**src/rtl/core/csp_pkg.sv**
```systemverilog
// ----------------------------------------------------------------------------
// csp_pkg
// Shared types and character codes for the sensor frame parser.
// ----------------------------------------------------------------------------
`default_nettype none

package csp_pkg;

    localparam int BYTE_W     = 8;
    localparam int VAL_W      = 10;
    localparam int NUM_FIELDS = 6;
    localparam int FIELD_IDX_W = 3;

    localparam logic [BYTE_W-1:0] CH_COMMA   = 8'h2C;
    localparam logic [BYTE_W-1:0] CH_NEWLINE = 8'h0A;
    localparam logic [BYTE_W-1:0] CH_ZERO    = 8'h30;
    localparam logic [BYTE_W-1:0] CH_NINE    = 8'h39;
    localparam logic [VAL_W-1:0]  VAL_MAX    = 10'd1023;

    typedef logic [BYTE_W-1:0] byte_t;
    typedef logic [VAL_W-1:0] val_t;
    typedef logic [NUM_FIELDS-1:0][VAL_W-1:0] field_vec_t;

    typedef enum logic [2:0] {
        PH_HEADER  = 3'd0,
        PH_FIELD1  = 3'd1,
        PH_FIELD2  = 3'd2,
        PH_FIELD3  = 3'd3,
        PH_FIELD4  = 3'd4,
        PH_FIELD5  = 3'd5,
        PH_FIELD6  = 3'd6,
        PH_NEWLINE = 3'd7
    } phase_t;

endpackage

`default_nettype wire

```
**src/rtl/core/csp_in_stage.sv**
```systemverilog
// ----------------------------------------------------------------------------
// csp_in_stage
// Input register: holds one received byte until the parser consumes it.
// ----------------------------------------------------------------------------
`default_nettype none

module csp_in_stage
(
    input  wire logic           clk,
    input  wire logic           rst_n,
    input  wire logic           in_valid,
    output logic                in_ready,
    input  wire csp_pkg::byte_t rx_byte,
    input  wire logic           take,
    output logic                hold_valid,
    output csp_pkg::byte_t      hold_byte
);
    import csp_pkg::*;

    logic  valid_reg;
    logic  valid_next;
    byte_t byte_reg;

    // a new beat may enter while the held one leaves in the same cycle
    assign in_ready   = !valid_reg || take;
    assign valid_next = (in_valid && in_ready) ? 1'b1 : (take ? 1'b0 : valid_reg);

    always_ff @(posedge clk or negedge rst_n)
    begin
        if (!rst_n)
        begin
            valid_reg <= 1'b0;
        end
        else
        begin
            valid_reg <= valid_next;
        end
    end

    always_ff @(posedge clk)
    begin
        if (in_valid && in_ready)
        begin
            byte_reg <= rx_byte;
        end
    end

    assign hold_valid = valid_reg;
    assign hold_byte  = byte_reg;

endmodule

`default_nettype wire

```
**src/rtl/core/csp_field_parser.sv**
```systemverilog
// ----------------------------------------------------------------------------
// csp_field_parser
// Frame state machine, decimal accumulator and the six field registers.
// ----------------------------------------------------------------------------
`default_nettype none

module csp_field_parser
#(
    parameter int MAX_DIGITS = 3
)
(
    input  wire logic           clk,
    input  wire logic           rst_n,
    input  wire logic           step,
    input  wire csp_pkg::byte_t ch,
    output logic                emit,
    output csp_pkg::field_vec_t fields
);
    import csp_pkg::*;

    localparam int CNT_W = $clog2(MAX_DIGITS + 2);
    localparam logic [CNT_W-1:0] CNT_MAX = CNT_W'(MAX_DIGITS);

    phase_t           phase_reg;
    phase_t           phase_next;
    val_t             acc_reg;
    val_t             acc_next;
    logic [CNT_W-1:0] cnt_reg;
    logic [CNT_W-1:0] cnt_next;
    field_vec_t       store_reg;

    logic [3:0]       digit;
    logic [13:0]      mac;
    val_t             mac_sat;
    val_t             field_val;
    logic             store_we;
    logic [FIELD_IDX_W-1:0] store_idx;

    always_comb
    begin
        if (ch inside {[CH_ZERO:CH_NINE]})
        begin
            digit = 4'(ch - CH_ZERO);
        end
        else
        begin
            digit = 4'd0;
        end
    end

    // acc * 10 as two shifts and an add
    assign mac       = ({4'd0, acc_reg} << 3) + ({4'd0, acc_reg} << 1) + {10'd0, digit};
    assign mac_sat   = (mac > {4'd0, VAL_MAX}) ? VAL_MAX : mac[VAL_W-1:0];
    assign field_val = (cnt_reg >= CNT_W'(1) && cnt_reg <= CNT_MAX) ? acc_reg : '0;
    assign store_idx = FIELD_IDX_W'(phase_reg - 3'd1);

    always_comb
    begin
        phase_next = phase_reg;
        acc_next   = acc_reg;
        cnt_next   = cnt_reg;
        store_we   = 1'b0;
        emit       = 1'b0;
        case (phase_reg)
            PH_HEADER:
            begin
                if (ch == CH_COMMA)
                begin
                    phase_next = PH_FIELD1;
                    acc_next   = '0;
                    cnt_next   = '0;
                end
            end
            PH_FIELD1, PH_FIELD2, PH_FIELD3, PH_FIELD4, PH_FIELD5, PH_FIELD6:
            begin
                if (ch == CH_COMMA)
                begin
                    store_we   = 1'b1;
                    acc_next   = '0;
                    cnt_next   = '0;
                    phase_next = phase_t'(phase_reg + 3'd1);
                end
                else
                begin
                    if (cnt_reg < CNT_MAX)
                    begin
                        acc_next = mac_sat;
                    end
                    // count saturates one past the limit to flag long fields
                    if (cnt_reg <= CNT_MAX)
                    begin
                        cnt_next = cnt_reg + CNT_W'(1);
                    end
                end
            end
            PH_NEWLINE:
            begin
                if (ch == CH_NEWLINE)
                begin
                    emit       = 1'b1;
                    phase_next = PH_HEADER;
                end
            end
            default:
            begin
                phase_next = PH_HEADER;
            end
        endcase
    end

    always_ff @(posedge clk or negedge rst_n)
    begin
        if (!rst_n)
        begin
            phase_reg <= PH_HEADER;
            acc_reg   <= '0;
            cnt_reg   <= '0;
        end
        else if (step)
        begin
            phase_reg <= phase_next;
            acc_reg   <= acc_next;
            cnt_reg   <= cnt_next;
        end
    end

    always_ff @(posedge clk)
    begin
        if (step && store_we)
        begin
            store_reg[store_idx] <= field_val;
        end
    end

    assign fields = store_reg;

endmodule

`default_nettype wire

```
**src/rtl/core/csp_out_stage.sv**
```systemverilog
// ----------------------------------------------------------------------------
// csp_out_stage
// Result register holding one parsed frame until it is taken.
// ----------------------------------------------------------------------------
`default_nettype none

module csp_out_stage
(
    input  wire logic                clk,
    input  wire logic                rst_n,
    input  wire logic                load,
    input  wire csp_pkg::field_vec_t load_fields,
    output logic                     room,
    output logic                     out_valid,
    input  wire logic                out_ready,
    output csp_pkg::field_vec_t      fields
);
    import csp_pkg::*;

    logic       valid_reg;
    logic       valid_next;
    field_vec_t fields_reg;

    assign room       = !valid_reg || out_ready;
    assign valid_next = load ? 1'b1 : (out_ready ? 1'b0 : valid_reg);

    always_ff @(posedge clk or negedge rst_n)
    begin
        if (!rst_n)
        begin
            valid_reg <= 1'b0;
        end
        else
        begin
            valid_reg <= valid_next;
        end
    end

    always_ff @(posedge clk)
    begin
        if (load)
        begin
            fields_reg <= load_fields;
        end
    end

    assign out_valid = valid_reg;
    assign fields    = fields_reg;

endmodule

`default_nettype wire

```
**src/rtl/core/csv_sensor_frame_parser_top.sv**
```systemverilog
// ----------------------------------------------------------------------------
// csv_sensor_frame_parser_top
// Parses "H,a,b,c,d,e,f," frames ended by a newline into six field values.
// ----------------------------------------------------------------------------
// One byte is accepted every cycle. A byte goes into the input register on its
// input beat, and a newline that ends a frame then loads the result register,
// which drives the output beat. The whole per-byte update (digit decode,
// multiply by ten and saturate, field store write) sits between the input
// register and the state registers. Bytes before the first comma are skipped,
// each of the six comma-ended fields is converted from up to MAX_DIGITS
// decimal characters (empty or too long fields give 0, non-digits count as 0),
// and on the newline after the sixth comma one result beat carries all six
// values. Input only stalls when a newline beat finds the result register
// still full.
`default_nettype none

module csv_sensor_frame_parser_top
#(
    parameter int MAX_DIGITS = 3
)
(
    input  wire logic        clk,
    input  wire logic        rst_n,
    input  wire logic        in_valid,
    output logic             in_ready,
    input  wire logic [7:0]  rx_byte,
    output logic             out_valid,
    input  wire logic        out_ready,
    output logic [9:0]       cart_position,
    output logic [9:0]       cart_time,
    output logic [9:0]       pendulum_angle,
    output logic [9:0]       angle_time,
    output logic [9:0]       cart_status,
    output logic [9:0]       pendulum_status
);
    import csp_pkg::*;

    logic       hold_valid;
    byte_t      hold_byte;
    logic       take;
    logic       emit;
    logic       room;
    field_vec_t store_fields;
    field_vec_t out_fields;

    // a newline that would emit waits for room in the result register
    assign take = hold_valid && (!emit || room);

    csp_in_stage u_in_stage
    (
        .clk        (clk),
        .rst_n      (rst_n),
        .in_valid   (in_valid),
        .in_ready   (in_ready),
        .rx_byte    (rx_byte),
        .take       (take),
        .hold_valid (hold_valid),
        .hold_byte  (hold_byte)
    );

    csp_field_parser #(
        .MAX_DIGITS (MAX_DIGITS)
    ) u_field_parser
    (
        .clk    (clk),
        .rst_n  (rst_n),
        .step   (take),
        .ch     (hold_byte),
        .emit   (emit),
        .fields (store_fields)
    );

    csp_out_stage u_out_stage
    (
        .clk         (clk),
        .rst_n       (rst_n),
        .load        (take && emit),
        .load_fields (store_fields),
        .room        (room),
        .out_valid   (out_valid),
        .out_ready   (out_ready),
        .fields      (out_fields)
    );

    assign cart_position   = out_fields[0];
    assign cart_time       = out_fields[1];
    assign pendulum_angle  = out_fields[2];
    assign angle_time      = out_fields[3];
    assign cart_status     = out_fields[4];
    assign pendulum_status = out_fields[5];

endmodule

`default_nettype wire

```
**config.mk**
```make
export PLATFORM = sky130hd
export DESIGN_NAME = csv_sensor_frame_parser_top
export DESIGN_NICKNAME = d
export VERILOG_FILES = /design/src/rtl/core/csp_pkg.sv /design/src/rtl/core/csp_in_stage.sv /design/src/rtl/core/csp_field_parser.sv /design/src/rtl/core/csp_out_stage.sv /design/src/rtl/core/csv_sensor_frame_parser_top.sv
export SDC_FILE = /design/constraint.sdc
export NUM_CORES = 1
export LEC_CHECK = 0
export BUFFER_PORTS_ARGS = -buffer_cell sky130_fd_sc_hd__buf_4
export CAP_MARGIN = 20
export CORE_MARGIN = 2
export CORE_UTILIZATION = 57
export DETAILED_ROUTE_END_ITERATION = 6
export HOLD_SLACK_MARGIN = 0.03
export PLACE_DENSITY = 0.79
export SYNTH_ARGS = -nofsm -noshare
export SYNTH_HDL_FRONTEND = slang
export SYNTH_SLANG_ARGS = --single-unit
```
**constraint.sdc**
```tcl
create_clock -name clk -period 6.1 [get_ports clk]
set_clock_uncertainty 0.1 [all_clocks]
set_input_delay 0 -clock clk [delete_from_list [all_inputs] [get_ports clk]]
set_output_delay 0 -clock clk [all_outputs]
set_load 0.1 [all_outputs]
```
==> results.py, run 1 <==
metrics = {
    "yosys": {
        "synthesis.nets": 402,
        "synth_cells": 360,
        "synth_warnings": 0,
        "synthArstFlopShare": 0.1233,
        "synth.area.top_cells": "edfxtp_1 66%, dfrtp_1 7.8%, ha_1 6.0%",
        "ys_ff_latch": 146,
        "syn-cell-area_mm2": 0.005801,
        "synth_top_cell_area_share": 0.6626,
        "ys_seq_area_frac": 0.7403,
        "synth_area_leader_cell": "edfxtp_1",
        "synth_cell_type_count": 49,
        "syn_area_per_cell_um2": 16.11,
        "synth_edf_count": 128,
        "synthFlopType": "edfxtp_1",
    },
    "sta": {
        "worst_pin_slew_ps": 964.4,
        "grt_setup_unrepaired": "no",
        "fin_ws_ps": 2362,
        "timing.hold.ws_ps": 86.63,
        "max_freq_mhz": 267.5,
        "hold_viol": 0,
        "slew-limit-headroom": 0.3547,
        "slew_violations": 0,
        "setup_viol_count_final": 0,
        "finalCriticalPeriod_ps": 3738,
        "period_share": 0.6128,
        "fin_setup_tns_ps": 0,
    },
    "clock_tree": {
        "ctsHoldBuffers": 12,
        "clk_path_buf_depth": 2,
        "htreeDepth": 4,
        "cts_sinks": 146,
        "clk_pin_slew_worst_paths_ps": 70,
        "clkLatencyLatePin_ps": 520,
        "root_buffer": "clkbuf_8",
        "cts_buffers": 17,
        "tritoncts": "yes",
        "cts_resized": 0,
        "postCtsSetupBuffers": 0,
    },
    "worst_hold_path": {
        "worstHoldPathType": "in -> reg",
        "hold_start": "rx_byte[5]",
    },
    "worst_setup_path": {
        "end_kind": "flop",
        "path_max_fanout": 10,
        "critPathLaunch": "u_in_stage.hold_byte[1]",
        "path_class": "reg -> reg",
        "start_kind": "flop",
        "crit_arrival_ps": 4010,
        "critPathRequiredTime_ps": 6370,
        "r2r_start": "u_in_stage.hold_byte[1]",
    },
    "cells_and_area": {
        "area_growth_pct": 24.44,
        "design_area_mm2": 0.007218,
        "layout_commonest_cell": "edfxtp_1",
        "antenna_cells": 0,
        "drive_gt1_frac": 0.2636,
        "fin_nets": 507,
        "mostFrequentLayoutCells": "128 x edfxtp_1, 79 x buf_4, 28 x ha_1",
    },
    "floorplanning": {
        "die_area_mm2": 0.01100,
        "core_mm2": 0.009819,
        "initial_core_util": 0.5907,
        "core.rowCount": 36,
        "ioPinCount": 74,
        "fp.dieH_um": 104.9,
        "chipWidth_um": 104.9,
    },
    "power_and_ir_drop": {
        "swShare": 0.3519,
        "powerDensity_mw_per_mm2": 460.1,
        "design_power_total_mw": 3.321,
        "p_sw_mw": 1.169,
        "seq_power_share": 0.386,
        "clockPowerShare": 0.300,
        "p_leak_nw": 2.784,
        "vdd_drop_max_uv": 315.0,
        "combPwrFrac": 0.315,
        "p_int_mw": 2.153,
    },
    "status": {
        "status": "completed",
    },
    "place": {
        "post-place-ws_ps": 2399,
        "hpwlAfterDp_mm": 6.535,
        "placedInstanceArea_mm2": 0.006514,
        "gp_congestion": 0.9065,
        "io_buffers": 73,
    },
    "routing": {
        "wirelength_mm": 10.26,
        "vias_per_cell": 5.458,
        "route.detailed.drc": 0,
        "dr.pass1.iters": 4,
        "drt-initial-drc-count": 211,
        "antenna_left": 0,
        "vias": 3335,
        "wl_per_cell_um": 16.79,
    },
    "flow_run": {
        "drv_cap": 0,
    },
    "grt": {
        "grt_use_total": 0.2012,
        "grt-ovfl-total": 0,
        "antenna_found_initial": 0,
        "grt_pass1_vias": 3262,
        "grt_pass1_wl_mm": 16.44,
        "grt_max_degree": 61,
    },
}
[layer usage]
metal  vias to the layer above  routed length [um]  track usage
met2                       108                5089       0.3288
met3                        13                 490      0.05115
met1                      1612                4566       0.2605
met4                         0                 114      0.07905
met5                         -                   0            0
li1                       1602                   -            -
[layout make-up]
class                      count  area (um2)
tap                          133       166.4
inverter                      12       45.04
clock buffer                  17       414.1
fill                         594        2601
clock inverter                15       162.7
timing repair buffer          91       713.2
sequential                   146        4294
multi-input combinational    197        1423
[metrics by stage]
| stage | std cells | util |
|---|---|---|
| 2_1_floorplan | 360 | - |
| 3_3_place_gp | 566 | 0.6634 |
| 3_5_place_dp | 566 | 0.6634 |
| 4_1_cts | 610 | 0.7343 |
| 5_1_grt | 611 | 0.7351 |
| 6_report | 611 | 0.7351 |
[logic make-up after synthesis]
| kind of cell | after synthesis | share of synthesized area |
|---|---|---|
| AOI/OAI and AO/OA | 70 | 0.07528 |
| xor gates and xnor gates | 5 | 0.007549 |
| adders and majority gates | 30 | 0.06730 |
| buffers and inverters | 17 | 0.01575 |
| DFF | 146 | 0.7403 |
| muxes | 4 | 0.007549 |
| and+or+nand+nor | 88 | 0.08628 |
[critical path, cell delays in order, from the launching register on]
cell and delay (ps):
edfxtp_1 440, o21ai_0 180, and4_1 260, and2_1 170
fa_1 440, fa_1 470, a21o_1 200, a22oi_1 300
and2_1 240, o311ai_1 140, a22oi_2 450, a31oi_1 200
[cells in the mapped netlist (3+ instances only)]
master / instances
edfxtp_1: 128
mux2_2: 3
and2_1: 14
a21o_1: 4
nor2b_1: 3
a211oi_1: 3
inv_1: 12
nand2_1: 20
a21oi_1: 27
clkbuf_1: 3
a31oi_1: 13
ha_1: 28
o21ai_0: 11
nor2_1: 17
nand3_1: 3
xnor2_1: 4
nor3_1: 9
and3_1: 3
dfrtp_1: 18
[power groups by stage]
stage	logic [mW]	clock network (mW)	registers, mW
4_1_cts	1.03	1.01	1.28
3_5_place_dp	1.01	0	1.30
3_3_place_gp	0.974	0	1.29
6_report	1.05	0.996	1.28
5_1_grt	1.17	1.05	1.29
2_1_floorplan	0.827	0	1.27
[path summary, 6_finish.rpt]
path / end / slack, ps / cells past startpoint
worst max-delay path: u_field_parser.acc_reg[7] / 2360 / 11
worst min-delay path: u_in_stage.hold_byte[5] / 90 / 2
worst max register to register: u_field_parser.acc_reg[7] / 2360 / 11
worst min register to register: u_out_stage.fields[5] / 320 / 0
max in group asynchronous: u_field_parser.phase_reg[1] / 4760 / 3
min in group asynchronous: u_field_parser.acc_reg[1] / 590 / 3
Note: power is estimated with default switching activity, not from simulation.
==> run 2, diff against run 1 <==
--- a/config.mk
+++ b/config.mk
@@ -8,10 +8,10 @@
 export BUFFER_PORTS_ARGS = -buffer_cell sky130_fd_sc_hd__buf_4
 export CAP_MARGIN = 20
 export CORE_MARGIN = 2
-export CORE_UTILIZATION = 57
+export CORE_UTILIZATION = 52
 export DETAILED_ROUTE_END_ITERATION = 6
 export HOLD_SLACK_MARGIN = 0.03
-export PLACE_DENSITY = 0.79
+export PLACE_DENSITY = 0.76
 export SYNTH_ARGS = -nofsm -noshare
 export SYNTH_HDL_FRONTEND = slang
 export SYNTH_SLANG_ARGS = --single-unit
==> constraint.sdc (replaced) <==
create_clock -name clk -period 3.3 [get_ports clk]
set_clock_uncertainty 0.1 [all_clocks]
set_input_delay 0 -clock clk [delete_from_list [all_inputs] [get_ports clk]]
set_output_delay 0 -clock clk [all_outputs]
set_load 0.1 [all_outputs]
==> run 2 against run 1 <==
  * The flow now finishes with violations (setup timing)
  * Largest cell class unchanged
  * Critical path type unchanged
  * Final cell count increased by 3.3%
  * Critical endpoint is now u_field_parser.acc_reg[3]
  * Flip-flop and latch count unchanged
  * Largest power group is now combinational logic
  * Register-to-register slack got worse by 2400 ps
==> results.py, run 2 (synthesis results as in run 1) <==
metrics = {
    "worst_setup_path": {
        "path_class": "reg -> reg",
        "crit_arrival_ps": 3600,
        "slowest_stage": "fa_1",
        "path_buf_inv": 1,
        "end_kind": "flop",
        "critPathRequiredTime_ps": 3600,
        "timing.critical_path.cells": "o21ai_1, and4_4, and2_4, fa_1, fa_2, a21o_1, a22oi_2, and2_4, o311ai_4, a22oi_2, buf_6, a31oi_1",
        "max_stage_delay_ps": 450,
        "start_kind": "flop",
        "path_max_fanout": 5,
        "critPathTopFamily": "compound AO/OA/AOI/OAI gates",
    },
    "clock_tree": {
        "cts_buffers": 17,
        "htreeDepth": 4,
        "clkLatencyLatePin_ps": 530,
        "clk_path_buf_depth": 2,
        "tritoncts": "yes",
        "root_buffer": "clkbuf_8",
        "cts_sinks": 146,
        "clk_pin_slew_worst_paths_ps": 70,
    },
    "floorplanning": {
        "initial_core_util": 0.5351,
        "chipWidth_um": 109.6,
        "fp.dieH_um": 109.6,
        "die_area_mm2": 0.01202,
        "core_mm2": 0.01084,
        "core.rowCount": 38,
        "ioPinCount": 74,
    },
    "grt": {
        "grt-ovfl-total": 0,
        "grt_use_total": 0.2090,
        "grt_pass1_wl_mm": 17.79,
        "grt_max_degree": 61,
        "antenna_found_initial": 1,
        "grt_pass1_vias": 3423,
    },
    "sta": {
        "finalCriticalPeriod_ps": 3303,
        "hold_viol": 0,
        "worst_pin_slew_ps": 877.6,
        "setup_viol_count_final": 1,
        "max_freq_mhz": 302.7,
        "slew-limit-headroom": 0.4130,
        "period_share": 1.001,
        "grt_setup_unrepaired": "yes",
        "fin_ws_ps": -3.429,
        "slew_violations": 0,
    },
    "power_and_ir_drop": {
        "design_power_total_mw": 6.567,
        "powerDensity_mw_per_mm2": 886.6,
        "p_leak_nw": 2.838,
        "vdd_drop_max_uv": 523.2,
    },
    "routing": {
        "drt-initial-drc-count": 315,
        "route.detailed.drc": 0,
        "vias_per_cell": 5.534,
        "wirelength_mm": 11.96,
        "dr.pass1.iters": 6,
        "antenna_left": 0,
        "wl_per_cell_um": 18.95,
        "vias": 3492,
    },
    "cells_and_area": {
        "n_fill_cell": 717,
        "layout_commonest_cell": "edfxtp_1",
        "fin_nets": 519,
        "drive_gt1_frac": 0.3082,
        "final_core_util": 0.6833,
        "area_growth_pct": 27.70,
        "mostFrequentLayoutCells": "128 x edfxtp_1, 87 x buf_4, 27 x a21oi_1, 27 x ha_1, 20 x nand2_1",
    },
    "status": {
        "status": "complete, but fails checks",
        "violations": "setup timing",
    },
    "place": {
        "io_buffers": 73,
        "hpwlAfterDp_mm": 7.212,
        "gp_congestion": 0.9608,
    },
    "worst_hold_path": {
        "worstHoldPathType": "in -> reg",
    },
    "flow_run": {
        "drv_cap": 0,
    },
}
-- run 2: path summary, 6_finish.rpt --
| check | slack [ps] | cells past startpoint | endpoint | from |
|---|---|---|---|---|
| setup / recovery | -3 | 12 | u_field_parser.acc_reg[3] | u_in_stage.hold_byte[1] |
| hold / removal | 80 | 2 | u_in_stage.hold_byte[6] | rx_byte[6] |
| setup reg to reg | -3 | 12 | u_field_parser.acc_reg[3] | u_in_stage.hold_byte[1] |
| hold reg to reg | 310 | 0 | u_out_stage.fields[9] | u_field_parser.fields[9] |
| max in group asynchronous | 1990 | 3 | u_field_parser.phase_reg[1] | rst_n |
| min in group asynchronous | 560 | 3 | u_field_parser.cnt_reg[2] | rst_n |
-- run 2: repair_timing --
action / 4_1_cts / 5_1_grt
setup endpoints to repair: 10 / 10
hold endpoints to repair: 36 / 0
buffers inserted: 1 / 3
resized for setup: 2 / 20
cloned: 0 / 1
pin swaps: 2 / 18
hold buffers: 12 / 0
-- run 2: final cells by class --
type / count / area [um2] / area share
antenna: 1 / 2.502 / 0.0003378
clock buffer: 18 / 417.9 / 0.05642
timing repair buffer: 103 / 827.0 / 0.1117
multi-input combinational: 197 / 1523 / 0.2056
tap: 140 / 175.2 / 0.02365
sequential: 146 / 4294 / 0.5797
inverter: 12 / 45.04 / 0.006081
clock inverter: 14 / 122.6 / 0.01655
-- run 2: power by group --
group	switching [mW]	total (mW)	internal, mW
registers	0.164	2.38	2.22
clock network	0.803	1.75	0.948
logic	1.50	2.43	0.935
-- run 2: per-stage QoR --
step / area, um2 / std cells / setup WS (ps) / setup TNS [ps] / hold WS [ps]
2_1_floorplan: 5808 / 360 / 29.60 / 0 / -395.6
3_3_place_gp: 6600 / 581 / 19.07 / 0 / -214.4
3_5_place_dp: 6600 / 581 / -80.46 / -727.5 / -206.4
4_1_cts: 7273 / 626 / 15.28 / 0 / 62.24
5_1_grt: 7405 / 630 / -109.2 / -821.3 / 75.23
6_report: 7407 / 631 / -3.429 / -3.429 / 83.47
-- run 2: per-layer routing --
layer | track usage | share of wire | routed length [um] | vias to the layer above
met5 | 0 | 0 | 0 | -
met4 | 0.09403 | 0.031 | 374 | 0
met2 | 0.3439 | 0.50 | 5927 | 150
met3 | 0.06283 | 0.070 | 842 | 34
li1 | - | - | - | 1632
met1 | 0.2554 | 0.40 | 4810 | 1676
